[src/gfd_pkg.sv]
// shared types, constants and the crc-16/xmodem byte update for the gamepad deframer
// no dependencies; imported by gfd_parser, gfd_out_reg and the top level
package gfd_pkg;

  localparam logic [7:0]  START_BYTE = 8'h7B;
  localparam logic [7:0]  END_BYTE   = 8'h7D;
  localparam logic [15:0] CRC_POLY   = 16'h1021;
  localparam logic [15:0] CRC_INIT   = 16'h0000;

  typedef enum logic [1:0] {
    KIND_BUTTON = 2'd0,
    KIND_AXIS   = 2'd1,
    KIND_COMMIT = 2'd2,
    KIND_DROP   = 2'd3
  } kind_t;

  typedef enum logic [8:0] {
    PH_HUNT   = 9'b000000001,
    PH_CTRL   = 9'b000000010,
    PH_BCOUNT = 9'b000000100,
    PH_BUTTON = 9'b000001000,
    PH_ACOUNT = 9'b000010000,
    PH_AXES   = 9'b000100000,
    PH_END    = 9'b001000000,
    PH_CRCLO  = 9'b010000000,
    PH_CRCHI  = 9'b100000000
  } phase_t;

  typedef struct packed {
    kind_t              kind;
    logic [7:0]         controller;
    logic [7:0]         position;
    logic [7:0]         button_bits;
    logic signed [15:0] axis_first;
    logic signed [15:0] axis_second;
    logic [7:0]         buttons_total;
    logic [7:0]         axes_total;
    logic               last;
  } result_t;

  // msb-first crc over one byte, poly 0x1021
  function automatic logic [15:0] crc16_byte(input logic [15:0] crc, input logic [7:0] b);
    logic [15:0] c;
    c = crc ^ {b, 8'h00};
    for (int k = 0; k < 8; k++) begin
      c = c[15] ? ({c[14:0], 1'b0} ^ CRC_POLY) : {c[14:0], 1'b0};
    end
    return c;
  endfunction

endpackage

[src/gfd_in_reg.sv]
// input register stage: holds one received word until the parser takes it
// depends on nothing but the clock and reset
module gfd_in_reg (
  input  logic       clk,
  input  logic       rst_n,
  input  logic       in_valid,
  output logic       in_ready,
  input  logic [7:0] in_rx_byte,
  input  logic       take,
  output logic       vld,
  output logic [7:0] rx_byte
);

  logic       vld_r, vld_nxt;
  logic [7:0] byte_r;

  assign in_ready = !vld_r || take;
  assign vld_nxt  = (in_valid && in_ready) ? 1'b1 : (take ? 1'b0 : vld_r);

  always_ff @(posedge clk) begin
    if (!rst_n) begin
      vld_r <= 1'b0;
    end else begin
      vld_r <= vld_nxt;
    end
  end

  always_ff @(posedge clk) begin
    if (in_valid && in_ready) begin
      byte_r <= in_rx_byte;
    end
  end

  assign vld     = vld_r;
  assign rx_byte = byte_r;

endmodule

[src/gfd_parser.sv]
// frame parser state machine with running crc; one word per take
// depends on gfd_pkg
module gfd_parser (
  input  logic            clk,
  input  logic            rst_n,
  input  logic            take,
  input  logic [7:0]      rx_byte,
  output logic            res_vld,
  output gfd_pkg::result_t res
);
  import gfd_pkg::*;

  phase_t      phase_r, phase_nxt;
  logic [15:0] crc_r, crc_nxt;
  logic [7:0]  ctrl_r, ctrl_nxt;
  logic [7:0]  buttons_r, buttons_nxt;
  logic [7:0]  axes_r, axes_nxt;
  logic [9:0]  left_r, left_nxt;
  logic [7:0]  count_r, count_nxt;
  logic [23:0] partial_r, partial_nxt;
  logic [7:0]  crc_lo_r, crc_lo_nxt;
  logic [15:0] crc_upd;
  logic [9:0]  left_dec;

  assign crc_upd  = crc16_byte(crc_r, rx_byte);
  assign left_dec = left_r - 10'd1;

  always_comb begin
    phase_nxt   = phase_r;
    crc_nxt     = crc_r;
    ctrl_nxt    = ctrl_r;
    buttons_nxt = buttons_r;
    axes_nxt    = axes_r;
    left_nxt    = left_r;
    count_nxt   = count_r;
    partial_nxt = partial_r;
    crc_lo_nxt  = crc_lo_r;
    res_vld     = 1'b0;
    res         = '0;
    res.controller = ctrl_r;

    unique case (phase_r)
      PH_CTRL: begin
        ctrl_nxt  = rx_byte;
        crc_nxt   = crc_upd;
        phase_nxt = PH_BCOUNT;
      end
      PH_BCOUNT: begin
        buttons_nxt = rx_byte;
        crc_nxt     = crc_upd;
        left_nxt    = 10'(({2'b00, rx_byte} + 10'd7) >> 3);
        count_nxt   = '0;
        phase_nxt   = (rx_byte == 8'd0) ? PH_ACOUNT : PH_BUTTON;
      end
      PH_BUTTON: begin
        crc_nxt         = crc_upd;
        res_vld         = 1'b1;
        res.kind        = KIND_BUTTON;
        res.position    = count_r;
        res.button_bits = rx_byte;
        count_nxt       = count_r + 8'd1;
        left_nxt        = left_dec;
        if (left_dec == 10'd0) begin
          phase_nxt = PH_ACOUNT;
        end
      end
      PH_ACOUNT: begin
        axes_nxt    = rx_byte;
        crc_nxt     = crc_upd;
        left_nxt    = {rx_byte, 2'b00};
        count_nxt   = '0;
        partial_nxt = '0;
        phase_nxt   = (rx_byte == 8'd0) ? PH_END : PH_AXES;
      end
      PH_AXES: begin
        crc_nxt = crc_upd;
        if (left_r[1:0] == 2'd1) begin
          res_vld         = 1'b1;
          res.kind        = KIND_AXIS;
          res.position    = count_r;
          res.axis_first  = partial_r[23:8];
          res.axis_second = {partial_r[7:0], rx_byte};
          count_nxt       = count_r + 8'd1;
          partial_nxt     = '0;
        end else begin
          partial_nxt = {partial_r[15:0], rx_byte};
        end
        left_nxt = left_dec;
        if (left_dec == 10'd0) begin
          phase_nxt = PH_END;
        end
      end
      PH_END: begin
        if (rx_byte == END_BYTE) begin
          crc_nxt   = crc_upd;
          phase_nxt = PH_CRCLO;
        end else begin
          res_vld   = 1'b1;
          res.kind  = KIND_DROP;
          res.last  = 1'b1;
          phase_nxt = PH_HUNT;
        end
      end
      PH_CRCLO: begin
        crc_lo_nxt = rx_byte;
        phase_nxt  = PH_CRCHI;
      end
      PH_CRCHI: begin
        res_vld  = 1'b1;
        res.last = 1'b1;
        if ({rx_byte, crc_lo_r} == crc_r) begin
          res.kind          = KIND_COMMIT;
          res.buttons_total = buttons_r;
          res.axes_total    = axes_r;
        end else begin
          res.kind = KIND_DROP;
        end
        phase_nxt = PH_HUNT;
      end
      default: begin
        // hunting, and any code outside the one-hot set
        phase_nxt = PH_HUNT;
        if (rx_byte == START_BYTE) begin
          crc_nxt   = crc16_byte(CRC_INIT, rx_byte);
          phase_nxt = PH_CTRL;
        end
      end
    endcase
    if (!take) begin
      res_vld = 1'b0;
    end
  end

  always_ff @(posedge clk) begin
    if (!rst_n) begin
      phase_r   <= PH_HUNT;
      crc_r     <= CRC_INIT;
      ctrl_r    <= '0;
      buttons_r <= '0;
      axes_r    <= '0;
      left_r    <= '0;
      count_r   <= '0;
      partial_r <= '0;
      crc_lo_r  <= '0;
    end else if (take) begin
      phase_r   <= phase_nxt;
      crc_r     <= crc_nxt;
      ctrl_r    <= ctrl_nxt;
      buttons_r <= buttons_nxt;
      axes_r    <= axes_nxt;
      left_r    <= left_nxt;
      count_r   <= count_nxt;
      partial_r <= partial_nxt;
      crc_lo_r  <= crc_lo_nxt;
    end
  end

  a_last_ends_frame: assert property (@(posedge clk) disable iff (!rst_n)
    res_vld && res.last |=> phase_r == PH_HUNT)
    else $error("frame end did not return to hunting");

  a_last_kind: assert property (@(posedge clk) disable iff (!rst_n)
    res_vld |-> (res.last == (res.kind == KIND_COMMIT || res.kind == KIND_DROP)))
    else $error("last flag disagrees with kind");

  a_crc_order: assert property (@(posedge clk) disable iff (!rst_n)
    take && phase_r == PH_CRCLO |=> phase_r == PH_CRCHI)
    else $error("crc low byte not followed by crc high byte");

endmodule

[src/gfd_out_reg.sv]
// result register: holds one result word until the consumer takes it
// depends on gfd_pkg
module gfd_out_reg (
  input  logic                clk,
  input  logic                rst_n,
  input  logic                load,
  input  gfd_pkg::result_t    res,
  output logic                space,
  output logic                out_valid,
  input  logic                out_ready,
  output logic [1:0]          out_kind,
  output logic [7:0]          out_controller,
  output logic [7:0]          out_position,
  output logic [7:0]          out_button_bits,
  output logic signed [15:0]  out_axis_first,
  output logic signed [15:0]  out_axis_second,
  output logic [7:0]          out_buttons_total,
  output logic [7:0]          out_axes_total,
  output logic                out_last
);
  import gfd_pkg::*;

  logic    vld_r, vld_nxt;
  result_t res_r;

  assign space   = !vld_r || out_ready;
  assign vld_nxt = load ? 1'b1 : (out_ready ? 1'b0 : vld_r);

  always_ff @(posedge clk) begin
    if (!rst_n) begin
      vld_r <= 1'b0;
    end else begin
      vld_r <= vld_nxt;
    end
  end

  always_ff @(posedge clk) begin
    if (load) begin
      res_r <= res;
    end
  end

  assign out_valid         = vld_r;
  assign out_kind          = res_r.kind;
  assign out_controller    = res_r.controller;
  assign out_position      = res_r.position;
  assign out_button_bits   = res_r.button_bits;
  assign out_axis_first    = res_r.axis_first;
  assign out_axis_second   = res_r.axis_second;
  assign out_buttons_total = res_r.buttons_total;
  assign out_axes_total    = res_r.axes_total;
  assign out_last          = res_r.last;

endmodule

[src/gamepad_frame_deframer_crc16.sv]
// top level of the gamepad frame deframer with crc-16/xmodem check
// depends on gfd_pkg, gfd_in_reg, gfd_parser and gfd_out_reg
module gamepad_frame_deframer_crc16 (
  input  logic               clk,
  input  logic               rst_n,
  input  logic               in_valid,
  output logic               in_ready,
  input  logic [7:0]         in_rx_byte,
  output logic               out_valid,
  input  logic               out_ready,
  output logic [1:0]         out_kind,
  output logic [7:0]         out_controller,
  output logic [7:0]         out_position,
  output logic [7:0]         out_button_bits,
  output logic signed [15:0] out_axis_first,
  output logic signed [15:0] out_axis_second,
  output logic [7:0]         out_buttons_total,
  output logic [7:0]         out_axes_total,
  output logic               out_last
);
  // Takes one received byte per word and parses frames of the form
  // '{' ctrl nbuttons button-bytes naxes 4-bytes-per-axis '}' crc-lo crc-hi.
  // Button bytes and axis pairs come out as tentative words as they arrive;
  // each frame ends with a commit word (crc matches) or a drop word (bad end
  // byte or crc mismatch), both with out_last set. Bytes outside a frame are
  // ignored until the next '{'. Throughput is one byte per clock while the
  // result register is free or out_ready is high: the crc update for a byte
  // is a combinational eight-step shift network, and the parser state
  // advances on every accepted byte. A byte is held in the input register
  // and its result word, if any, in the result register before out_valid
  // goes high. Ready paths are combinational from out_ready back to in_ready.
  import gfd_pkg::*;

  logic       stage_vld;
  logic [7:0] stage_byte;
  logic       take;
  logic       space;
  logic       res_vld;
  result_t    res;

  // a held byte moves into the parser whenever the result register can accept
  assign take = stage_vld && space;

  gfd_in_reg u_in (
    .clk        (clk),
    .rst_n      (rst_n),
    .in_valid   (in_valid),
    .in_ready   (in_ready),
    .in_rx_byte (in_rx_byte),
    .take       (take),
    .vld        (stage_vld),
    .rx_byte    (stage_byte)
  );

  // header/payload/trailer parsing and running crc
  gfd_parser u_parser (
    .clk     (clk),
    .rst_n   (rst_n),
    .take    (take),
    .rx_byte (stage_byte),
    .res_vld (res_vld),
    .res     (res)
  );

  // result register toward the consumer
  gfd_out_reg u_out (
    .clk               (clk),
    .rst_n             (rst_n),
    .load              (res_vld),
    .res               (res),
    .space             (space),
    .out_valid         (out_valid),
    .out_ready         (out_ready),
    .out_kind          (out_kind),
    .out_controller    (out_controller),
    .out_position      (out_position),
    .out_button_bits   (out_button_bits),
    .out_axis_first    (out_axis_first),
    .out_axis_second   (out_axis_second),
    .out_buttons_total (out_buttons_total),
    .out_axes_total    (out_axes_total),
    .out_last          (out_last)
  );

endmodule
[config.mk]
export PLATFORM = sky130hd
export DESIGN_NAME = gamepad_frame_deframer_crc16
export DESIGN_NICKNAME = d
export VERILOG_FILES = /design/src/gfd_pkg.sv /design/src/gfd_in_reg.sv /design/src/gfd_parser.sv /design/src/gfd_out_reg.sv /design/src/gamepad_frame_deframer_crc16.sv
export SDC_FILE = /design/constraint.sdc
export NUM_CORES = 1
export LEC_CHECK = 0
export BUFFER_PORTS_ARGS = -buffer_cell sky130_fd_sc_hd__buf_2
export CORE_MARGIN = 2
export CORE_UTILIZATION = 63
export DETAILED_ROUTE_END_ITERATION = 12
export GPL_TIMING_DRIVEN = 0
export PLACE_DENSITY = 0.89
export RECOVER_POWER = 25
export SYNTH_ARGS = -nofsm -noshare
export SYNTH_HDL_FRONTEND = slang
export SYNTH_SLANG_ARGS = --single-unit
[constraint.sdc]
create_clock -name clk -period 10.75 [get_ports clk]
set_input_delay 2.15 -clock clk [delete_from_list [all_inputs] [get_ports clk]]
set_output_delay 2.15 -clock clk [all_outputs]
set_load 0.02 [all_outputs]
-- Word level (Yosys, flattened, before mapping)
Cells that the tools add are included.
- output and inout bits: 77
- bits in registers: 184
- input port bits: 12
- logic and storage cells: 134
- reductions and logical operators: 30
- bitwise logic cells: 18
- equal/unequal tests: 16
- muxes and demuxes: 46
- $add $sub $neg: 3
- operators with widths (kind ; count):
    13-bit two-way mux ; 16
    9-bit case mux with 8 select lines ; 1
    3-bit inverter ; 16
    16-bit case mux with 3 select lines ; 1
    24-bit case mux with 2 select lines ; 1
    16-bit two-way mux ; 2
    10-bit case mux with 3 select lines ; 1
    24-bit two-way mux ; 1
    8-bit two-way mux ; 3
    8-bit case mux with 3 select lines ; 1
    9-bit two-way mux ; 2
    16-bit == test ; 1
    8-bit by 7-bit == test with 1-bit output (second input constant) ; 2
    8-bit case mux with 2 select lines ; 1
    2-bit AND reduction ; 8
    16-bit bitwise XOR ; 1
    10-bit logical NOT ; 1
    10-bit by 1-bit subtractor with 10-bit output (second input constant) ; 1
    8-bit by 3-bit adder with 9-bit output (second input constant) ; 1
    9-bit by 2-bit == test with 1-bit output (second input constant) ; 1
    9-bit by 3-bit == test with 1-bit output (second input constant) ; 1
    9-bit by 4-bit == test with 1-bit output (second input constant) ; 1
    9-bit by 5-bit == test with 1-bit output (second input constant) ; 1
    9-bit by 6-bit == test with 1-bit output (second input constant) ; 1
    24 further kinds ; 47

-- Depth between registers and ports, before layout
Gate-level depths: netlist of the first run.
- depth in word-level cells: 19
- mapped depth: 12
- mapped depth without buffers: 8

-- Modules after synthesis
From an unflattened synthesis of the first run, not the netlist that was laid out.
- cell total of the unflattened synthesis: 756
- area, all modules: 7971.4 um^2
- by module, submodules not included (module ; area each (um^2) ; seq. area each (um^2) ; times used ; cells an instance):
    gfd_parser ; 5366.4 ; 1981.9 ; 1 ; 663
    gfd_out_reg ; 2301.0 ; 2272.2 ; 1 ; 79
    gfd_in_reg ; 297.8 ; 260.2 ; 1 ; 13
    gamepad_frame_deframer_crc16 ; 6.3 ; 0.0 ; 1 ; 1

-- Worst setup path after synthesis of the first run
Ideal clock, no wire load.
- path type: input -> register
- start point: input out_ready
- end point: register u_out.res_r, in the netlist u_out.out_axes_total[0], enable pin
- path slack: 5943 ps
- data arrival time: 4367 ps
- path buffers: 1
- required time: 10310 ps
- stages: 4
- setup time: 440 ps
- cells stage by stage: nor2b_1 -> nor2b_1 -> clkbuf_1 -> o21a_1
- cells in the longest elaborated chain, start to end: 3
- ends and longest elaborated chain (element ; line ; text):
    start, declared ; gamepad_frame_deframer_crc16.sv:10 ; input logic out_ready,
    1-bit logical OR ; gfd_out_reg.sv:26 ; assign space = !vld_r || out_ready;
    1-bit logical AND ; gamepad_frame_deframer_crc16.sv:42 ; assign take = stage_vld && space;
    1-bit two-way mux ; gfd_parser.sv:129 ; if (!take) begin
    named net res_vld ; gamepad_frame_deframer_crc16.sv:38 ; logic res_vld;
    end signal, assigned ; gfd_out_reg.sv:39 ; res_r <= res;
    end, declared ; gfd_out_reg.sv:24 ; result_t res_r;
The timed path passes the listed nets, and every way through them passes these cells.
A chain may end at the register's enable or synchronous reset.

-- Worst setup path after layout of the first run
- start point: input out_ready
- end point: output in_ready
- cells in the longest elaborated chain, start to end: 3
- ends and longest elaborated chain (element ; line ; text):
    1-bit logical OR ; gfd_out_reg.sv:26 ;
    1-bit logical AND ; gamepad_frame_deframer_crc16.sv:42 ;
    1-bit logical OR ; gfd_in_reg.sv:17 ; assign in_ready = !vld_r || take;
    end, declared ; gamepad_frame_deframer_crc16.sv:7 ; output logic in_ready,
No other way between the ends.

==> results summary, run 1 <==
Timing would allow up to 0.201 GHz. Counting the buffers created by CTS gives 17. The area of the die is 0.0139 sq mm. The buffering stage count on the worst path with inverters included came out at 2. Dividing the final minimum period by the clock period gives 46.3%. The required time reported for the critical path endpoint came out at 8.60 ns. The clock sink count is 184.

The area share of the leading cell type in the synthesized netlist is 30.4%. Setup repair after global routing left no endpoint under its margin. TritonCTS built the clock tree. The tool flagged a number of max-cap violations equal to 0.

The vias after detailed routing came out at 6534. The floorplan step set the die height to 118 microns. After clock tree synthesis, the clock-pin slew on the worst setup and hold paths is 0.06 ns. The antenna diode count came out at 0.

In this run the power density over the cells is 152 mW/mm^2. The count of flip-flops with a built-in enable after synthesis is 83. The number of warning messages in the yosys log came out at 0. The root buffer cell chosen for the clock tree is clkbuf_16. The number of hold violations in the final report came to 0. The cell count of the worst hold path came out at 0.

The global routing usage summed across all routing layers is 28.9%. The width of the die came out at 118 microns. Walking the worst path, the cells encountered are buf_2 -> nor2b_1 -> nand2_1 -> buf_2.

The final estimated routing congestion in global placement is 0.977. Of the synthesized area, sequential elements account for 55.2%. The average detailed-routed wire length per instance is 18.5 microns. The total DRC errors in the routed layout came out at 0. By instance count, the cell type seen most on the critical path is buf_2. The signed area change from the synthesized netlist to the final layout came out at 15.8%.

The worst register-to-register path ends at u_out.out_axis_second[13]. Among all stages on the critical path, the largest delay is contributed by nor2b_1. The cell type contributing the most total cell area after synthesis is edfxtp_1.

The number of H-tree levels is 4. The worst setup skew after layout is 0.00709 ns. The initial antenna violation count is 0. The completed layout was analyzed and its total power is 1440 uW. The family with the most delay on the worst path is simple AND/OR/NAND/NOR gates. The final total negative setup slack is 0 ns. Once the floorplan was initialized, standard cells occupied 64.6% of the core. The fraction of power consumed by sequential logic came out at 50.8%. For this run, the post-layout net count is 906. For this run, asynchronously set or reset flops after synthesis account for 0%. The average via count per standard cell is 6.07. Yosys attributes the largest share of cell area to edfxtp_1, dfxtp_1, xor2_1, xnor2_1, nor2_1. The path category of the worst min-delay check is flop to flop.

The number of nets in the synthesized netlist is 799. The final max-slew violation count came out at 0. The global-route wire length before repair came out at 31.0 mm. The startpoint of the lowest-slack register-to-register path is u_parser.phase_r[1]. The clock passes through at most 2 buffers. Row generation in the floorplan step produced 41 rows. The net switching power came out at 322 uW. VDD sags by at most 0.000121 V. The later-pin clock latency in the skew report is 0.44 ns.

Across all register-to-register paths, the minimum setup slack is 7.07 ns. The count of boundary I/O pins came out at 89. By count the netlist is led by dfxtp_1, edfxtp_1, nor2_1, nand2_1, clkbuf_1. The worst setup path is captured at a primary output. The worst-case reg-to-reg path depth came out at 8. The synthesized area divided by synthesized cell count is 10.4 sq um. The count of TritonRoute iterations in the first routing pass is 5. The worst setup path is launched from a primary input. The worst hold margin is 0.431 ns. The cell count after synthesis came out at 784. The worst hold path begins at u_parser.ctrl_r[5]. The final setup violation count came out at 0. For this block, the routed nets add up to 19.9 mm of wire. The starting DRC count in detailed routing is 624. The total leakage power came out at 0.00340 uW. The core region is 0.0127 sq mm. Across all setup checks in the final design, the least slack found is 5.77 ns. The data arrival time of the critical path is 2.83 ns. The highest net fanout along the worst path is 5.

Entering global routing, the biggest net connects 67 pins. The overflow left after global routing came out at 0. The number of global-route vias before repair came out at 6119. The count of state elements after synthesis came out at 184. The final period demand of the worst path is 4.98 ns.

The count of instances resized after the clock tree is built came out at 0. For the pin with the worst max-slew slack, the measured transition is 1.03 ns. The number of hold buffers added after CTS was 0. Summing every instance area after synthesis gives 0.00819 sq mm. During placement, the flow inserted port buffers numbering 87. The flow ran to the end, and the final reports show no timing, DRC or antenna violations. The clock network burns 45.1% of the power. Yosys instantiated no cell more often than dfxtp_1. The internal portion of total power came out at 1120 uW.

Post-CTS timing repair inserted 0 buffers for setup. Among all flip-flop cells after synthesis, the most frequent one is dfxtp_1. The number of library cell types mapped by synthesis is 64. The count of antenna-violating nets left after detailed routing came out at 0. The pre-CTS setup slack came out at 5.79 ns.

In this design, the stage delay of the slowest critical-path cell is 0.31 ns. The worst hold path terminates at u_out.out_controller[5]. The part of the power in combinational logic is 4.1%.

The net switching share of the total power is 22.4%. The critical path is of the primary input to primary output type. The HPWL after detailed placement is 13.1 mm. In the final layout, the share of cells above drive strength 1 is 16.0%. The relative slew slack is 31.1%.
==> power groups by stage <==
stage	Clock [uW]	Sequential, uW	Combinational [uW]
after floorplan	0	746	40.0
after global placement	0	746	54.9
after detailed placement	0	746	56.5
after CTS	651	731	57.2
after global routing	681	731	62.3
final	650	731	58.6
==> layout by cell type, fill, tap and decap left out, types with 33 or more instances in the layout <==
cell      count
dfxtp_1     101
nand2_1      62
xnor2_1      33
clkbuf_1     45
and3_1       37
o21ai_0      35
nor2_1       76
a21oi_1      37
xor2_1       38
edfxtp_1     83
buf_2        93
==> flip-flops by register name (all words and copies together) (netlist names) <==
name	flops
u_parser.left_r	10
u_out.out_valid	1
u_parser.crc_r	16
u_out.out_button_bits	8
u_out.out_position	8
u_out.out_kind	2
u_parser.crc_lo_r	8
u_in.rx_byte	8
u_parser.count_r	8
u_out.out_controller	8
u_parser.buttons_r	8
u_out.out_last	1
u_parser.axes_r	8
u_out.out_buttons_total	8
u_out.out_axis_second	16
u_in.vld	1
u_parser.phase_r	9
u_parser.ctrl_r	8
u_out.out_axes_total	8
u_parser.partial_r	24
u_out.out_axis_first	16
==> through the flow <==
step	cells	area [sq um]	util, %
after floorplan	784	8190	-
after detailed placement	1044	8870	70.0
after CTS	1076	9490	74.9
final	1076	9480	74.8
after global routing	1076	9480	74.8
after global placement	1043	8840	69.7
==> area by class of cell <==
| class | instances | area, sq um |
|---|---|---|
| clock buffer | 17 | 425 |
| clock inverter | 15 | 194 |
| fill | 844 | 3190 |
| sequential | 184 | 4510 |
| timing repair buffer | 88 | 463 |
| buffer | 58 | 270 |
| tap | 172 | 215 |
| inverter | 7 | 26.3 |
| multi-input combinational | 535 | 3370 |
==> worst register-to-register path: cells and delay by family, from the launching register on <==
kind / cells / cell delay, ns
simple gates: 4 / 1.97
flops: 1 / 0.32
buf+inv: 3 / 0.67
compound gates: 1 / 0.33
==> layer usage <==
metal	wire (microns)	GRT usage (%)	vias up
met5	0	0	-
met4	947	17.5	0
met3	1770	7.12	91
met2	9510	45.7	399
met1	7720	35.8	3051
li1	-	-	2993
==> worst max-delay path by stage <==
stage	end	from	depth (start not counted)
2_1_floorplan	u_out.out_axes_total[0]	out_ready	4
3_3_place_gp	u_out.out_axis_first[8]	out_ready	5
3_5_place_dp	in_ready	out_ready	4
4_1_cts	in_ready	out_ready	4
5_1_grt	in_ready	out_ready	4
6_report	in_ready	out_ready	4
==> logic make-up (layout without fill, tap and decap cells) <==
logic type                 count (synthesis)  after routing  share of synthesized area [%]
muxes                                     22             22                           2.69
xor gates and xnor gates                  71             71                           7.60
buffers and inverters                     65            185                           3.71
and+or+nand+nor                          289            289                           18.4
AOI/OAI and AO/OA                        150            150                           12.0
DFF                                      184            184                           55.2
adders and majority gates                  3              3                          0.459
(Power assumes the default switching activity.)
==> run 2: changes to the inputs <==
--- a/config.mk
+++ b/config.mk
@@ -7,10 +7,10 @@
 export LEC_CHECK = 0
 export BUFFER_PORTS_ARGS = -buffer_cell sky130_fd_sc_hd__buf_2
 export CORE_MARGIN = 2
-export CORE_UTILIZATION = 63
+export CORE_UTILIZATION = 59
 export DETAILED_ROUTE_END_ITERATION = 12
 export GPL_TIMING_DRIVEN = 0
-export PLACE_DENSITY = 0.89
+export PLACE_DENSITY = 0.84
 export RECOVER_POWER = 25
 export SYNTH_ARGS = -nofsm -noshare
 export SYNTH_HDL_FRONTEND = slang
==> constraint.sdc (replaced) <==
create_clock -name clk -period 4.85 [get_ports clk]
set_input_delay 0.97 -clock clk [delete_from_list [all_inputs] [get_ports clk]]
set_output_delay 0.97 -clock clk [all_outputs]
set_load 0.02 [all_outputs]
==> results summary, run 2 (synthesis gave the netlist of run 1 again) <==
The run finished with clean final reports. The endpoint of the lowest-slack register-to-register path is u_out.out_controller[2]. The data arrival time of the critical path came out at 3.44 ns.

VDD sags by at most 0.000192 V. The library cells used most frequently in the layout, excluding fill and tap cells, are dfxtp_1, clkbuf_1, edfxtp_1. The routed length on met2 is 9.14 mm. The signed area change from the synthesized netlist to the final layout is 15.3%. The final critical path takes up 68.8% of the cycle. Cells with a size suffix above 1 make up 10.1% of the layout. The register containing the most flip-flops in the final layout is u_parser.partial_r. The worst hold path terminates at u_out.out_controller[6].

The later-pin clock latency in the skew report is 0.44 ns. The number of nets in the layout came out at 906. The quantity of I/O buffers inserted on ports is 87.

The clock-pin transition on the worst setup and hold timing paths came out at 0.07 ns. The worst hold path belongs to the class flop to flop. The width of the die came out at 122 microns. The cell count of the worst hold path is 0. The flip-flop count of the largest register after layout came out at 24. The number of antenna diodes in the final layout is 0. The relative slew slack came out at 38.4%. At the end of the flow the core is filled with cells to 68.8%.

Across all setup checks in the final design, the least slack found is 1.51 ns. The final estimated routing congestion in global placement is 0.937. The achievable frequency came out at 0.300 GHz.

The total DRC errors in the routed layout is 0. The type of origin of the critical path is a flop. Detailed placement finished with a half-perimeter wire length of 12.8 mm. The worst setup skew after layout came out at 0.00844 ns. The final max-slew violation count is 0. The worst hold path begins at u_parser.ctrl_r[6].

The first global-routing pass estimated 30.5 mm of wire. The initial standard-cell utilization of the core came out at 59.7%. Setup violations remaining at the end of the flow were counted as 0. The internal portion of total power came out at 2520 uW.

The worst hold margin came out at 0.428 ns. The required time reported for the critical path endpoint is 4.95 ns. The cell row count is 43. The area of the die came out at 0.0148 sq mm. The count of max-cap constraint violations is 0. The number of setup buffers added after CTS came out at 0. The region available for standard cell placement spans 0.0137 sq mm. The clock power share is 45.6%. The register-to-register setup slack came out at 1.51 ns. The TritonCTS buffer count is 17. The detailed router placed 6339 vias in this run. The number of hold violations in the final report is 0. Post-CTS repair changed the size of 0 cells. The maximum number of buffers from clock root to sink came out at 2. 89 I/O pins were placed. For this design the ratio of total power to cell area is 341 mW/mm^2. The highest net fanout along the worst path came out at 74.

Sequential cells account for 50.4% of the total power. CTS placed an instance of clkbuf_16 at the clock tree root. TritonCTS built the clock tree.

The starting DRC count in detailed routing came out at 742. The final period demand of the worst path is 3.34 ns. The net switching share of the total power came out at 21.5%. The most common cell after layout, fill and taps aside is dfxtp_1. The detailed router put a total of 8.10 mm of wire on met1. The number of hold-repair buffers added at the cts stage is 0. The total leakage power came out at 0.00330 uW.

Combinational logic is responsible for 4.0% of the overall power. The routed wire length came out at 19.2 mm. The pre-CTS setup slack is 1.60 ns. The clock drives 184 sinks. The initial antenna violation count is 0. The overflow left after global routing came out at 0.

The number of cells on the worst reg-to-reg path is 8. The pin slew with the least headroom to its limit is 0.917 ns. The floorplan die height is 122 microns. The net switching power is 693 uW. The worst setup path is captured at a flop. By startpoint and endpoint, the worst setup path is classified as flop to flop. The first detailed-routing pass ran for 5 iterations.

The worst register-to-register path begins at u_parser.phase_r[1]. Summed over all nets, wire length on met3 after detailed routing comes to 1.33 mm. Setup repair after global routing left no endpoint under its margin. The global routing usage summed across all routing layers came out at 27.0%.

Dividing the detail-routed via count by the number of cells gives 5.85. After detailed routing, no signal wire sits above met4. The clock tree synthesis step divided the H-tree into 4 levels.

The count of antenna-violating nets left after detailed routing came out at 0. The average detailed-routed wire length per instance came out at 17.7 microns. The number of global-route vias before repair came out at 5789. Entering global routing, the biggest net connects 75 pins.
## run 2: cell count changes in the layout (fill, tap and decap cells not counted)
cell	change
buf_2	-55
clkbuf_1	+55
and2_0	-16
and2_1	+16
inv_6	-2
buf_6	+1
bufinv_16	+1
clkinv_2	+1
clkinv_4	+1
clkinv_8	-1
clkinvlp_4	-1
or4_1	-1
or4_4	+1
## run 2: final cells by class
cell class	instances	area [sq um]
Clock inverter	14	196
Tap cell	180	225
Multi-Input combinational cell	535	3370
Inverter	7	26.3
Buffer	58	277
Clock buffer	18	429
Fill cell	1020	4280
Sequential cell	184	4510
Timing Repair Buffer	88	395
## run 2: metrics by stage
step	power [uW]	instance area [sq um]	setup TNS, ns	instances
4_1_cts	3220	9510	0	1084
2_1_floorplan	1740	8190	0	784
3_5_place_dp	1780	8880	0	1052
6_report	3220	9440	0	1084
5_1_grt	3300	9440	0	1084
3_3_place_gp	1780	8850	-19.96	1051
## run 2: power groups by stage
stage	clock network, uW	logic (uW)	registers, uW
5_1_grt	1540	138	1620
6_report	1470	128	1620
4_1_cts	1480	125	1620
3_5_place_dp	0	125	1650
3_3_place_gp	0	123	1650
2_1_floorplan	0	88.6	1650
## run 2: critical path, stage by stage, from the launching register on
cell,delay (ns)
dfxtp_1,0.31
buf_6,0.13
or4_4,0.50
buf_6,0.15
nor3_1,0.74
and2_1,0.27
nand2b_1,0.31
o21a_4,0.23
buf_16,0.32
## run 2: worst max-delay path by stage
stage | end | slack (ns) | from
after floorplan | u_out.out_axes_total[0] | 0.81 | u_parser.phase_r[1]
after global placement | u_out.out_controller[1] | -0.28 | u_parser.phase_r[1]
after detailed placement | u_out.out_controller[1] | 1.60 | u_parser.phase_r[1]
after CTS | u_out.out_axis_first[15] | 1.54 | u_parser.phase_r[1]
after global routing | u_out.out_controller[1] | 1.43 | u_parser.phase_r[3]
final | u_out.out_controller[2] | 1.51 | u_parser.phase_r[1]
## run 2: layer usage
layer / vias up / track usage [%]
li1: 2995 / -
met1: 3011 / 35.3
met2: 277 / 43.3
met3: 56 / 5.81
met4: 0 / 11.9
met5: - / 0
==> run 3: changes to the inputs <==
--- a/config.mk
+++ b/config.mk
@@ -7,10 +7,10 @@
 export LEC_CHECK = 0
 export BUFFER_PORTS_ARGS = -buffer_cell sky130_fd_sc_hd__buf_2
 export CORE_MARGIN = 2
-export CORE_UTILIZATION = 59
+export CORE_UTILIZATION = 53
 export DETAILED_ROUTE_END_ITERATION = 12
 export GPL_TIMING_DRIVEN = 0
-export PLACE_DENSITY = 0.84
+export PLACE_DENSITY = 0.8
 export RECOVER_POWER = 25
 export SYNTH_ARGS = -nofsm -noshare
 export SYNTH_HDL_FRONTEND = slang
==> constraint.sdc (replaced) <==
create_clock -name clk -period 2.75 [get_ports clk]
set_input_delay 0.55 -clock clk [delete_from_list [all_inputs] [get_ports clk]]
set_output_delay 0.55 -clock clk [all_outputs]
set_load 0.02 [all_outputs]
==> results summary, run 3 (synthesis gave the netlist of run 1 again) <==
The run finished with clean final reports. The global routing usage summed across all routing layers is 24.5%. The largest voltage drop on the vdd net is 0.000407 V. The worst hold margin came out at 0.290 ns. The path class of the tightest hold or removal check is primary input to flop.

The area growth from synthesis to layout is 16.3%. The data arrival time of the critical path is 2.96 ns. Of the cells placed in the final design, the portion with a size suffix greater than 1 is 10.9%.

The net switching share of the total power came out at 22.5%. The largest net degree at the start of global routing is 20. The starting DRC count in detailed routing came out at 611. Setup repair after global routing left no endpoint under its margin. The post-layout total power came out at 5520 uW. The longest clock path from root to sink contains 2 buffers. Detailed placement finished with a half-perimeter wire length of 12.7 mm.

The number of hold violations in the final report is 0. The first TritonRoute pass finished after 5 iterations. Internal power comes to 4280 uW. The worst hold path begins at in_rx_byte[3]. The count of nets left with antenna violations once routing finished came out at 0.

The critical setup path kind is flop to flop. The count of boundary I/O pins is 89. The global routing usage on met1 came out at 33.2%. The final clock period utilization by the worst path came out at 97.3%. The antenna diode count is 0. STA puts the critical path data required time at 3.04 ns.

The routed wire length is 19.7 mm. The initial antenna violation count is 0. The overflow left after global routing is 0. The worst-case reg-to-reg path depth is 10.

The count of max-cap constraint violations came out at 0. The number of H-tree levels is 4. The final setup violation count came out at 0.

The pin slew with the least headroom to its limit is 0.933 ns. The flip-flop and latch area is 0.00451 sq mm. The floorplan step set the die width to 128 microns. The number of nets in the layout is 909. Clock skew on the completed layout was measured at 0.00928 ns. The register with the most flip-flops in the layout has 24 of them. The most used routing layer is met2. Clock latency on the worst-skew pair, taken at its later pin, is 0.43 ns. Clock tree synthesis found a total of 184 sinks. The net switching power came out at 1240 uW. The area of the die came out at 0.0165 sq mm.

TritonCTS built the clock tree. In this run the tool buffered the top-level ports with 87 buffer cells. The cell count of the worst hold path came out at 1. The highest net fanout along the worst path is 10.

Leaving out fill and tap cells, the most frequent cell in the layout is clkbuf_1. The final-layout fill cell count came out at 1244. Hold repair after CTS inserted 0 buffers. Setup slack on the worst reg-to-reg path comes out at 0.08 ns. The endpoint of the worst hold path is u_in.rx_byte[3]. Global routing used 4.84% of the available met3 tracks. The part of the power in combinational logic came out at 4.2%. The initial standard-cell utilization of the core came out at 54.0%.

In the routed layout, each cell is associated on average with a via count of 5.79. The placeable core region came out at 0.0151 sq mm. In this run the worst setup path begins at u_parser.phase_r[8]. The average detailed-routed wire length per instance is 18.0 microns. The final max-slew violation count was 0. STA classifies the critical path startpoint as a flop. The global-route wire length before repair is 30.9 mm. The number of global-route vias before repair is 5826. The total area of multi-input combinational cells came out at 0.00349 sq mm. The register containing the most flip-flops in the final layout is u_parser.partial_r. For this run, global-route usage on met2 was measured as 39.6%.

The detailed router placed 6341 vias in this run. The worst register-to-register path begins at u_parser.phase_r[8]. The fraction of power consumed by sequential logic is 51.8%.

The power per unit of standard cell area came out at 580 mW/mm^2. The top cell types in the final layout, fill and taps aside, are clkbuf_1, dfxtp_1, edfxtp_1. The analysis attributes to cell leakage a power of 0.00335 uW. The tree is rooted in a clkbuf_16. The final estimated routing congestion in global placement came out at 0.899. The worst path in the final design needs a cycle of 2.67 ns, including I/O delays and setup. Timing would allow up to 0.374 GHz. The relative slew slack came out at 37.8%. Clock-pin slew was measured on the worst setup and hold paths at 0.07 ns. The clock power share came out at 44.0%. The worst setup path is captured at a flop.

The floorplan die height is 128 microns. In this run the core area contains 45 standard-cell rows. The endpoint of the lowest-slack register-to-register path is u_parser.crc_r[12]. Buffers inserted during clock tree synthesis total 17. The total DRC errors in the routed layout came out at 0.
==> run 3: changes by cell type in the layout (fill, tap and decap cells not counted), sizes merged <==
cell / previous run / this run
buf: 47 / 41
bufinv: 4 / 2
clkbuf: 117 / 121
clkinv: 6 / 7
clkinvlp: 1 / 0
inv: 10 / 13
o21a: 9 / 13
==> run 3: worst max path at each step <==
stage	end	cells after the start
4_1_cts	u_out.out_position[4]	6
5_1_grt	u_parser.crc_r[12]	11
2_1_floorplan	u_out.out_axes_total[0]	7
6_report	u_parser.crc_r[12]	10
3_5_place_dp	u_out.out_button_bits[6]	7
3_3_place_gp	u_out.out_button_bits[7]	7
==> run 3: critical path, stage by stage, from the launching register on <==
cell	delay (ns)
dfxtp_1	0.31
clkbuf_1	0.21
or4_1	0.49
or4_1	0.58
nand4_4	0.18
or3b_1	0.15
buf_6	0.14
and2_4	0.14
buf_6	0.12
buf_8	0.14
a211oi_2	0.06
==> run 3: cell type report <==
type	instances	share of cell area, %
Clock buffer	17	4.47
Inverter	7	0.276
Sequential cell	184	47.4
Timing Repair Buffer	89	4.06
Clock inverter	15	1.75
Buffer	56	2.88
Multi-Input combinational cell	539	36.7
Tap cell	188	2.47
==> run 3: timing repair <==
item | 4_1_cts | 5_1_grt
cloned | 3 | 1
pin swaps | 0 | 1
resized for setup | 7 | 13
endpoints found under the setup margin | 95 | 127
buffers inserted | 0 | 2
==> run 3: metrics by stage <==
stage	utilization, %	cell area, sq um	cells	setup WS (ns)	TNS (ns)
6_report	62.8	9520	1095	0.0751	0
5_1_grt	62.8	9520	1095	0.00476	0
3_3_place_gp	58.6	8870	1059	-0.673	-51.71
3_5_place_dp	58.6	8870	1059	-0.678	-52.39
4_1_cts	62.9	9520	1093	0.00316	0
2_1_floorplan	-	8200	784	0.0181	0
==> run 3: metal layers <==
metal | routed length (microns) | share of wire (%)
met1 | 8540 | 43
met2 | 9200 | 47
met3 | 1660 | 8.4
met4 | 341 | 1.7
met5 | 0 | 0
==> run 3: power groups by stage <==
stage / Combinational, uW / Clock [uW] / Sequential (uW)
floorplan: 157 / 0 / 2910
global placement: 223 / 0 / 2920
detailed placement: 224 / 0 / 2920
CTS: 230 / 2460 / 2860
global route: 251 / 2570 / 2860
finish: 234 / 2430 / 2860
